**config.mk**
```make
export PLATFORM = sky130hd
export DESIGN_NAME = command_line_argument_splitter
export DESIGN_NICKNAME = d
export VERILOG_FILES = /design/src/hw/rtl/cmdas_pkg.sv /design/src/hw/rtl/command_line_argument_splitter.sv /design/src/hw/rtl/cmdas_core.sv /design/src/hw/rtl/cmdas_obuf.sv
export SDC_FILE = /design/constraint.sdc
export NUM_CORES = 1
export LEC_CHECK = 0
export ABC_AREA = 1
export CORE_MARGIN = 5
export CORE_UTILIZATION = 50
export CTS_BUF_LIST = sky130_fd_sc_hd__clkbuf_8 sky130_fd_sc_hd__clkbuf_16
export CTS_CLUSTER_SIZE = 16
export DETAILED_ROUTE_END_ITERATION = 6
export DONT_BUFFER_PORTS = 1
export GPL_TIMING_DRIVEN = 0
export PLACE_DENSITY = 0.67
export SLEW_MARGIN = 0
export SYNTH_ARGS = -nofsm -noshare
export SYNTH_HDL_FRONTEND = slang
export SYNTH_SLANG_ARGS = --single-unit
```
**constraint.sdc**
```tcl
create_clock -name clk_i -period 4.8 [get_ports clk_i]
set_clock_uncertainty 0.1 [all_clocks]
set_input_delay 0.96 -clock clk_i [delete_from_list [all_inputs] [get_ports clk_i]]
set_output_delay 0.96 -clock clk_i [all_outputs]
set_load 0.05 [all_outputs]
```
**src/hw/rtl/cmdas_pkg.sv**
```systemverilog
`default_nettype none

package cmdas_pkg;

  localparam logic [7:0] CH_QUOTE  = 8'h22;
  localparam logic [7:0] CH_BSLASH = 8'h5C;
  localparam logic [7:0] CH_SPACE  = 8'h20;

  // Input selector codes.
  localparam logic FUNC_CHAR = 1'b0;
  localparam logic FUNC_EOL  = 1'b1;

  // Result kind codes.
  localparam logic KIND_RUN = 1'b0;
  localparam logic KIND_END = 1'b1;

  // One result: a run of a character, or an argument end.
  typedef struct packed {
    logic       kind;
    logic [7:0] out_char;
    logic [7:0] repeat_res;
  } res_t;

  // All results of one item. A single result always sits in r1.
  typedef struct packed {
    res_t       r0;
    res_t       r1;
    logic [1:0] n;
  } pair_t;

endpackage

`default_nettype wire

```
**src/hw/rtl/command_line_argument_splitter.sv**
```systemverilog
`default_nettype none

// Channel   Dir  Handshake                  Payload
// s_axis    in   tvalid/tready              tuser: func, tdata[7:0]: ch
// m_axis    out  tvalid/tready              tuser: kind, tdata: out_char, repeat_res;
//                                           tlast: last result of the item
//
// An accepted item waits in the input register until the buffer can take
// all its results; they are then formed in one pass and loaded into a
// two-entry result buffer. An item giving two results leaves through the
// single result port of the buffer one result at a time.
// Reset clears the input valid bit, the result count and the parsing state.
// The input side keeps accepting while results wait, as long as the buffer
// can drain its last entry in the same cycle the next item is loaded.

module command_line_argument_splitter
  import cmdas_pkg::*;
#(
  parameter int MAX_BACKSLASHES = 255
) (
  input  wire logic        clk_i,
  input  wire logic        rst_ni,
  input  wire logic        s_axis_tvalid_i,
  output logic             s_axis_tready_o,
  input  wire logic [7:0]  s_axis_tdata_i,   // [7:0] ch
  input  wire logic        s_axis_tuser_i,   // [0] func
  output logic             m_axis_tvalid_o,
  input  wire logic        m_axis_tready_i,
  output logic [15:0]      m_axis_tdata_o,   // [7:0] out_char, [15:8] repeat_res
  output logic             m_axis_tuser_o,   // [0] kind
  output logic             m_axis_tlast_o
);

  // Input register holding one accepted item.
  logic       in_v_q;
  logic       in_func_q;
  logic [7:0] in_ch_q;

  logic       can_load;
  logic       step;
  pair_t      pair;
  res_t       res;

  // The registered item moves on once the buffer can take all its results.
  assign step            = in_v_q && can_load;
  assign s_axis_tready_o = !in_v_q || step;

  always_ff @(posedge clk_i or negedge rst_ni) begin
    if (!rst_ni) begin
      in_v_q <= 1'b0;
    end else if (s_axis_tready_o) begin
      in_v_q <= s_axis_tvalid_i;
    end
  end

  always_ff @(posedge clk_i) begin
    if (s_axis_tvalid_i && s_axis_tready_o) begin
      in_func_q <= s_axis_tuser_i;
      in_ch_q   <= s_axis_tdata_i;
    end
  end

  // Parsing state and the result logic for one item.
  cmdas_core #(
    .MAX_BACKSLASHES(MAX_BACKSLASHES)
  ) u_core (
    .clk_i (clk_i),
    .rst_ni(rst_ni),
    .step_i(step),
    .func_i(in_func_q),
    .ch_i  (in_ch_q),
    .pair_o(pair)
  );

  // Result buffer, delivering one result per cycle while the receiver is ready.
  cmdas_obuf u_obuf (
    .clk_i     (clk_i),
    .rst_ni    (rst_ni),
    .load_i    (step),
    .pair_i    (pair),
    .can_load_o(can_load),
    .valid_o   (m_axis_tvalid_o),
    .ready_i   (m_axis_tready_i),
    .res_o     (res),
    .last_o    (m_axis_tlast_o)
  );

  assign m_axis_tdata_o = {res.repeat_res, res.out_char};
  assign m_axis_tuser_o = res.kind;

endmodule

`default_nettype wire

```
**src/hw/rtl/cmdas_core.sv**
```systemverilog
`default_nettype none

module cmdas_core
  import cmdas_pkg::*;
#(
  parameter int MAX_BACKSLASHES = 255
) (
  input  wire logic       clk_i,
  input  wire logic       rst_ni,
  input  wire logic       step_i,
  input  wire logic       func_i,
  input  wire logic [7:0] ch_i,
  output pair_t           pair_o
);

  localparam logic [7:0] BsLimit =
      (MAX_BACKSLASHES > 255) ? 8'd255 : 8'(MAX_BACKSLASHES);

  logic       in_quote_q, in_quote_d;
  logic [7:0] pend_q, pend_d;
  logic       qp_q, qp_d;
  logic       arg_q, arg_d;

  logic       is_eol, is_sp, is_quote, is_bs;
  logic [7:0] a_rep;
  logic       a_v, b_v;
  res_t       res_a, res_b;

  always_comb begin
    is_eol   = (func_i == FUNC_EOL);
    is_sp    = !is_eol && !in_quote_q && (ch_i == CH_SPACE);
    is_quote = !is_eol && !is_sp && (ch_i == CH_QUOTE);
    is_bs    = !is_eol && !is_sp && (ch_i == CH_BSLASH);

    in_quote_d = in_quote_q;
    pend_d     = pend_q;
    qp_d       = qp_q;
    arg_d      = arg_q;

    // The pending backslash run is the first result, when it is not empty.
    if (is_eol) begin
      a_rep = in_quote_q ? 8'd0 : pend_q;
    end else if (is_quote) begin
      a_rep = pend_q >> 1;
    end else if (is_bs) begin
      a_rep = 8'd0;
    end else begin
      a_rep = pend_q;
    end
    a_v = (a_rep != 8'd0);
    res_a = '{kind: KIND_RUN, out_char: CH_BSLASH, repeat_res: a_rep};

    res_b = '{kind: KIND_RUN, out_char: ch_i, repeat_res: 8'd1};
    b_v   = 1'b0;

    if (is_eol || is_sp) begin
      // An argument ends if it held anything, counting the flushed run.
      res_b = '{kind: KIND_END, out_char: 8'd0, repeat_res: 8'd0};
      b_v   = arg_q || a_v;
      pend_d = 8'd0;
      arg_d  = 1'b0;
      if (is_eol) begin
        in_quote_d = 1'b0;
        qp_d       = 1'b0;
      end
    end else begin
      qp_d = is_quote ? !qp_q : 1'b0;
      if (is_bs) begin
        if (pend_q < BsLimit) begin
          pend_d = pend_q + 8'd1;
        end
      end else if (is_quote) begin
        pend_d = 8'd0;
        res_b  = '{kind: KIND_RUN, out_char: CH_QUOTE, repeat_res: 8'd1};
        if (pend_q[0]) begin
          b_v = 1'b1;
        end else if (!in_quote_q) begin
          in_quote_d = 1'b1;
          b_v        = !qp_d;
        end else begin
          in_quote_d = 1'b0;
        end
      end else begin
        pend_d = 8'd0;
        b_v    = 1'b1;
      end
      arg_d = arg_q || a_v || b_v;
    end

    pair_o.r0 = res_a;
    pair_o.r1 = b_v ? res_b : res_a;
    pair_o.n  = {1'b0, a_v} + {1'b0, b_v};
  end

  always_ff @(posedge clk_i or negedge rst_ni) begin
    if (!rst_ni) begin
      in_quote_q <= 1'b0;
      pend_q     <= 8'd0;
      qp_q       <= 1'b0;
      arg_q      <= 1'b0;
    end else if (step_i) begin
      in_quote_q <= in_quote_d;
      pend_q     <= pend_d;
      qp_q       <= qp_d;
      arg_q      <= arg_d;
    end
  end

`ifndef SYNTHESIS
  a_eol_clears: assert property (@(posedge clk_i) disable iff (!rst_ni)
      (step_i && func_i == FUNC_EOL) |=> (pend_q == 8'd0 && !in_quote_q && !qp_q && !arg_q))
    else $error("state not cleared after end of line");

  a_pend_limit: assert property (@(posedge clk_i) disable iff (!rst_ni)
      pend_q <= BsLimit)
    else $error("backslash count above its limit");
`endif

endmodule

`default_nettype wire

```
**src/hw/rtl/cmdas_obuf.sv**
```systemverilog
`default_nettype none

module cmdas_obuf
  import cmdas_pkg::*;
(
  input  wire logic        clk_i,
  input  wire logic        rst_ni,
  input  wire logic        load_i,
  input  wire pair_t       pair_i,
  output logic             can_load_o,
  output logic             valid_o,
  input  wire logic        ready_i,
  output res_t             res_o,
  output logic             last_o
);

  logic [1:0] cnt_q, cnt_d;
  res_t       slot0_q, slot1_q;
  logic       pop;

  assign pop        = valid_o && ready_i;
  assign valid_o    = (cnt_q != 2'd0);
  assign can_load_o = (cnt_q == 2'd0) || (cnt_q == 2'd1 && ready_i);
  // With two results queued the first one shows; the last one is in slot 1.
  assign res_o      = (cnt_q == 2'd2) ? slot0_q : slot1_q;
  assign last_o     = (cnt_q == 2'd1);

  always_comb begin
    cnt_d = cnt_q;
    if (load_i) begin
      cnt_d = pair_i.n;
    end else if (pop) begin
      cnt_d = cnt_q - 2'd1;
    end
  end

  always_ff @(posedge clk_i or negedge rst_ni) begin
    if (!rst_ni) begin
      cnt_q <= 2'd0;
    end else begin
      cnt_q <= cnt_d;
    end
  end

  always_ff @(posedge clk_i) begin
    if (load_i) begin
      slot0_q <= pair_i.r0;
      slot1_q <= pair_i.r1;
    end
  end

`ifndef SYNTHESIS
  a_load_safe: assert property (@(posedge clk_i) disable iff (!rst_ni)
      load_i |-> (cnt_q == 2'd0 || (cnt_q == 2'd1 && pop)))
    else $error("results loaded over undelivered ones");

  a_pop_two: assert property (@(posedge clk_i) disable iff (!rst_ni)
      (cnt_q == 2'd2 && pop) |=> (cnt_q == 2'd1))
    else $error("second result lost after first was taken");
`endif

endmodule

`default_nettype wire

```
After elaboration in Yosys (flattened, before gate mapping)
Cells that the tools add are included.

cells by class
  $add $sub $neg = 3
  $lt $le $gt $ge = 1
  mux-type cells = 29
  reductions and logical operators = 29
  bitwise operators = 1
  equality and inequality tests = 9

operator list
  kind                                                                number
  8-bit two-way mux                                                   8
  17-bit two-way mux                                                  3
  8-bit by 6-bit == test with 1-bit output, second input constant     2
  16-bit two-way mux                                                  1
  1-bit two-way mux                                                   15
  1-bit logical AND                                                   9
  8-bit by 1-bit adder with 8-bit output, second input constant       1
  8-bit by 7-bit == test with 1-bit output, second input constant     1
  8-bit < comparator, second input constant                           1
  8-bit nonzero test                                                  1
  1-bit zero test                                                     6
  2-bit != test, second input constant                                3
  2-bit nonzero test                                                  3
  1-bit logical OR                                                    5
  5-bit AND reduction                                                 1
  2-bit two-way mux                                                   2
  2-bit AND reduction                                                 2
  3-bit != test, second input constant                                1
  1-bit by 1-bit adder with 2-bit output                              1
  2-bit by 1-bit == test with 1-bit output, second input constant     1
  2-bit == test, second input constant                                1
  2-bit zero test                                                     1
  2-bit OR reduction                                                  1
  2-bit by 1-bit subtractor with 2-bit output, second input constant  1
  1-bit NOT                                                           1

word-level totals
  flip-flop bits (word level) = 48
  output and inout bits = 20
  word-level logic and storage cells = 85
  input port bits = 13

Longest topological paths before layout
  depth after elaboration = 16
  mapped depth = 20
  gate-level depth less buffers = 19

Cells and area by module
A second synthesis with hierarchy kept.

second synthesis, totals
  cells, all modules = 350
  area, all modules = 3032.9 um2

modules (own cells, without submodules)
  module                          instances  area an instance (um2)  cells an instance  seq. area each (um2)
  cmdas_obuf                      1          1413.9                  111                1071.0
  cmdas_core                      1          1296.2                  222                275.3
  command_line_argument_splitter  1          322.8                   17                 295.3

Least setup slack after synthesis
Ideal clock, no wire load.

  path kind = register to register
  start = register u_obuf.cnt_q[1]
  end = register u_core.pend_q[7]
  required time = 4629 ps
  stages on the path, launching flop included = 13
  buffers on the path = 0
  setup time = 71 ps
  period minus slack after synthesis = 3656 ps
  slack = 1144 ps
  arrival time = 3484 ps
  cell sequence = dfrtp_1 > inv_1 > ha_1 > a21oi_1 > nor2_1 > inv_1 > nor2_1 > nor2_1 > nor2_2 > nand3_1 > o21ai_0 > nand2_1 > nor2_1

on the way
  word-level cells in the longest chain between the ends = 5
  elaborated cells between the ends (all ways) = 6
  those cells by class = 1 x eq/ne; 5 x reduce/logical

ends and longest elaborated chain
  what                                      RTL line                              source
  start, declared                           cmdas_obuf.sv:17                      logic [1:0] cnt_q, cnt_d;
  start signal, assigned                    cmdas_obuf.sv:41                      cnt_q <= cnt_d;
  2-bit by 1-bit == test with 1-bit output  n/a
  net m_axis_tlast_o                        command_line_argument_splitter.sv:31  output logic m_axis_tlast_o
  1-bit logical AND                         cmdas_obuf.sv:23                      assign can_load_o = (cnt_q == 2'd0) || (cnt_q == 2'd1 && ready_i);
  1-bit logical OR                          cmdas_obuf.sv:23
  1-bit logical AND                         command_line_argument_splitter.sv:45  assign step = in_v_q && can_load;
  net step                                  command_line_argument_splitter.sv:40  logic step;
  2-bit AND reduction (no source line)      n/a
  end signal, assigned                      cmdas_core.sv:103                     pend_q <= pend_d;
  end, declared                             cmdas_core.sv:20                      logic [7:0] pend_q, pend_d;

The timed path passes the listed nets, and every way through them passes these cells.
A chain may end at the register's enable or synchronous reset.

Final worst setup path
  start = register u_obuf.cnt_q[0]
  end = output port m_axis_tdata_o[1]

on the way
  word-level cells in the longest chain between the ends = 2

ends and longest elaborated chain
  what                RTL line                              source
  2-bit == test       cmdas_obuf.sv:25                      assign res_o = (cnt_q == 2'd2) ? slot0_q : slot1_q;
  17-bit two-way mux  cmdas_obuf.sv:25
  end, declared       command_line_argument_splitter.sv:29  output logic [15:0] m_axis_tdata_o,

No other way between the ends.

==> flow_summary_export.csv <==
group,metric,value,unit
timing,fmax,303,MHz
clock_network,root_buffer,"clkbuf_8",
layout,area_growth_syn_to_layout,9.21,%
clock_network,cts_tree,"yes",
clock_network,postCtsResizedCells,0,
worst_setup_path,cp-start-kind,"flip-flop",
synth,synth_seq_cells,48,
floorplanning,die_h,81.8,µm
layout,drive_gt1_frac,0.138,
timing,period_share,0.687,
timing,slew_headroom,0.402,
global_route,grt_usage,0.160,
global_route,overflow,0,
worst_setup_path,critPathSlowestCell,"nor2_1",
worst_setup_path,path_common_cell,"clkbuf_1",
routing,antenna_left,0,
worst_setup_path,worstPathCellList,"inv_1 > ha_1 > clkbuf_1 > clkbuf_1 > nor2_1",
synth,syn-mean-instance-area,8.54,µm²
clock_network,cts_hold_buffers,0,
routing,post_drt_wl_per_cell,12.3,µm
timing,rsz0062_at_grt,"false",
global_route,grt_pass1_wl,8150,µm
timing,drv_slew,0,
routing,num_vias,1848,
global_route,grt_pass1_vias,1769,
clock_network,htree_levels,2,
layout,fin_util,0.555,
timing,setup_tns,0,ps
clock_network,cts.path.max_buffers,2,
routing,viasPerCell,4.85,
clock_network,clock-sinks,48,
place,io_buffers,0,
synth,synth_nets,320,
layout,nNetsFinal,328,
floorplanning,die_x,81.8,µm
synth,seq_area_frac_synth,0.532,
floorplanning,row_count,26,
layout,antennaDiodeCount,0,
run,cap_violations,0,
place,dpl.hpwl,3500,µm
layout,multi_input_area,988,µm²
outcome,status,"completed",
floorplanning,core_area,5070,µm²
routing,drc_errors,0,
floorplanning,die_area,6700,µm²
worst_setup_path,cpPeakStageDelay,750,ps
min_path,hp-class,"in -> async",
clock_network,postCtsSetupBuffers,0,
worst_setup_path,worst_setup_path_end_kind,"primary output",
worst_setup_path,crit_fanout,10,
synth,yosys_warnings,0,
synth,netlist_instances,302,
clock_network,insertion_delay,300,ps
synth,synth_area_leader_cell,"edfxtp_1",
synth,synthTopCellsByArea,"edfxtp_1, dfrtp_1, nand2_1",
worst_setup_path,crit_type,"reg -> out",
worst_setup_path,arrival,2240,ps
synth,synth_cell_type_count,29,
layout,final-seq-area,1370,µm²
routing,drtIter0Drc,94,
routing,firstDrtPassIters,4,
timing,finalSetupViolCount,0,
timing,worst_pin_slew,894,ps
clock_network,cts_buffers,5,
routing,wirelength,4700,µm
worst_setup_path,required,3740,ps
timing,period_needed,3300,ps
timing,whs,236,ps
layout,n_fill_cell,464,
clock_network,path_clk_slew,90,ps
synth,syn_area,2580,µm²
floorplanning,io_pins,33,
power,powerDensity,631,nW/µm²
power,leakage,0.00128,µW
floorplanning,start_util,0.508,
place,gp_congestion,0.774,
power,peakVddDrop,0.000367,V
timing,hold_viol,0,
synth,synth.top_cell.area_share,0.396,
global_route,grt_max_degree,23,
global_route,antenna_found_initial,0,
## worst max-delay path: cells and delay by family (launching register included)
family | cells | cell delay [ps]
buffers and inverters | 3 | 580
adder cells (fa/ha/maj) | 1 | 220
flip-flops | 1 | 390
AND/OR/NAND/NOR | 1 | 750
## kinds of logic (layout without fill, tap and decap cells)
kind of cell | count (synthesis) | in the layout | synth area share
other cells | 1 | 1 | 0.00145
buf+inv | 54 | 63 | 0.0863
simple gates | 170 | 170 | 0.299
compound gates | 22 | 22 | 0.0504
xor+xnor | 2 | 2 | 0.00679
flops | 48 | 48 | 0.532
fa+ha+maj | 5 | 5 | 0.0242
## stage by stage
step	worst slack [ps]	cell area, µm²	total power (µW)	std cells
after floorplan	1140	2580	1330	302
after global placement	186	2670	1430	372
after detailed placement	1790	2690	1450	373
after CTS	1440	2820	1790	381
after global routing	1320	2820	1880	381
final	1500	2820	1780	381
## layer usage
layer  GRT usage  vias to the layer above  routed length [µm]
li1            -                      972                   -
met1       0.210                      812                2120
met2       0.258                       56                2140
met3      0.0373                        8                 344
met4      0.0565                        0                  93
met5           0                        -                   0
## final timing paths
kind,depth (start not counted),to,from,slack (ps)
setup / recovery,5,m_axis_tdata_o[1],u_obuf.cnt_q[0],1500
min in group clk_i,2,u_core.arg_q,u_core.arg_q,400
hold / removal,0,u_core.pend_q[3],rst_ni,240
setup reg to reg,12,u_core.pend_q[7],u_obuf.cnt_q[1],1770
max in group asynchronous,0,u_core.in_quote_q,rst_ni,4290
hold reg to reg,2,u_core.arg_q,u_core.arg_q,400
## sequential cells by signal, indices dropped and copies added, names as in the netlist
name / flops
u_obuf.cnt_q: 2
u_core.arg_q: 1
u_core.qp_q: 1
u_obuf.slot1_q: 17
in_ch_q: 8
in_v_q: 1
u_core.in_quote_q: 1
u_obuf.slot0_q: 8
in_func_q: 1
u_core.pend_q: 8
## Yosys cell counts (all sizes together)
cell,number
o21ai,8
dfrtp,14
and2,1
nand3,25
conb,1
ha,5
xnor2,1
or2,5
nor2,35
nor3b,1
a31oi,1
clkbuf,2
inv,48
nand4,2
xor2,1
edfxtp,34
nor3,5
buf,4
nand2,96
a21oi,13
## power breakdown
| part | switching, µW | internal, µW | leakage [µW] |
|---|---|---|---|
| Sequential | 51.3 | 600 | 0.000505 |
| Combinational | 650 | 137 | 0.000704 |
| Clock | 135 | 206 | 0.0000695 |
| Total | 836 | 943 | 0.00128 |
## final cells by class
cell class,count,area share
sequential,48,0.487
multi-input combinational,200,0.351
inverter,48,0.0648
tap,70,0.0311
clock buffer,5,0.0244
clock inverter,3,0.0226
buffer,6,0.0142
timing repair buffer,1,0.00533
## placed cells by master (no fill, tap or decap), types with 2 or more instances in the layout
| cell type | synthesis | routed |
|---|---|---|
| nand2_1 | 88 | 88 |
| inv_1 | 45 | 46 |
| edfxtp_1 | 34 | 34 |
| nor2_1 | 30 | 29 |
| nand3_1 | 21 | 21 |
| dfrtp_1 | 14 | 14 |
| nand2_2 | 8 | 8 |
| a21oi_1 | 8 | 8 |
| o21ai_0 | 8 | 8 |
| nor2_2 | 4 | 5 |
| or2_2 | 5 | 5 |
| nor3_1 | 5 | 5 |
| a21oi_2 | 5 | 5 |
| ha_1 | 5 | 5 |
| clkbuf_8 | 0 | 5 |
| inv_2 | 2 | 2 |
| nand3_4 | 2 | 2 |
| nand3_2 | 2 | 2 |
| buf_2 | 2 | 2 |
| buf_6 | 2 | 2 |
| clkbuf_1 | 2 | 2 |
| nand4_1 | 2 | 2 |
| bufinv_16 | 0 | 2 |
Note: power is estimated with default switching activity, not from simulation.
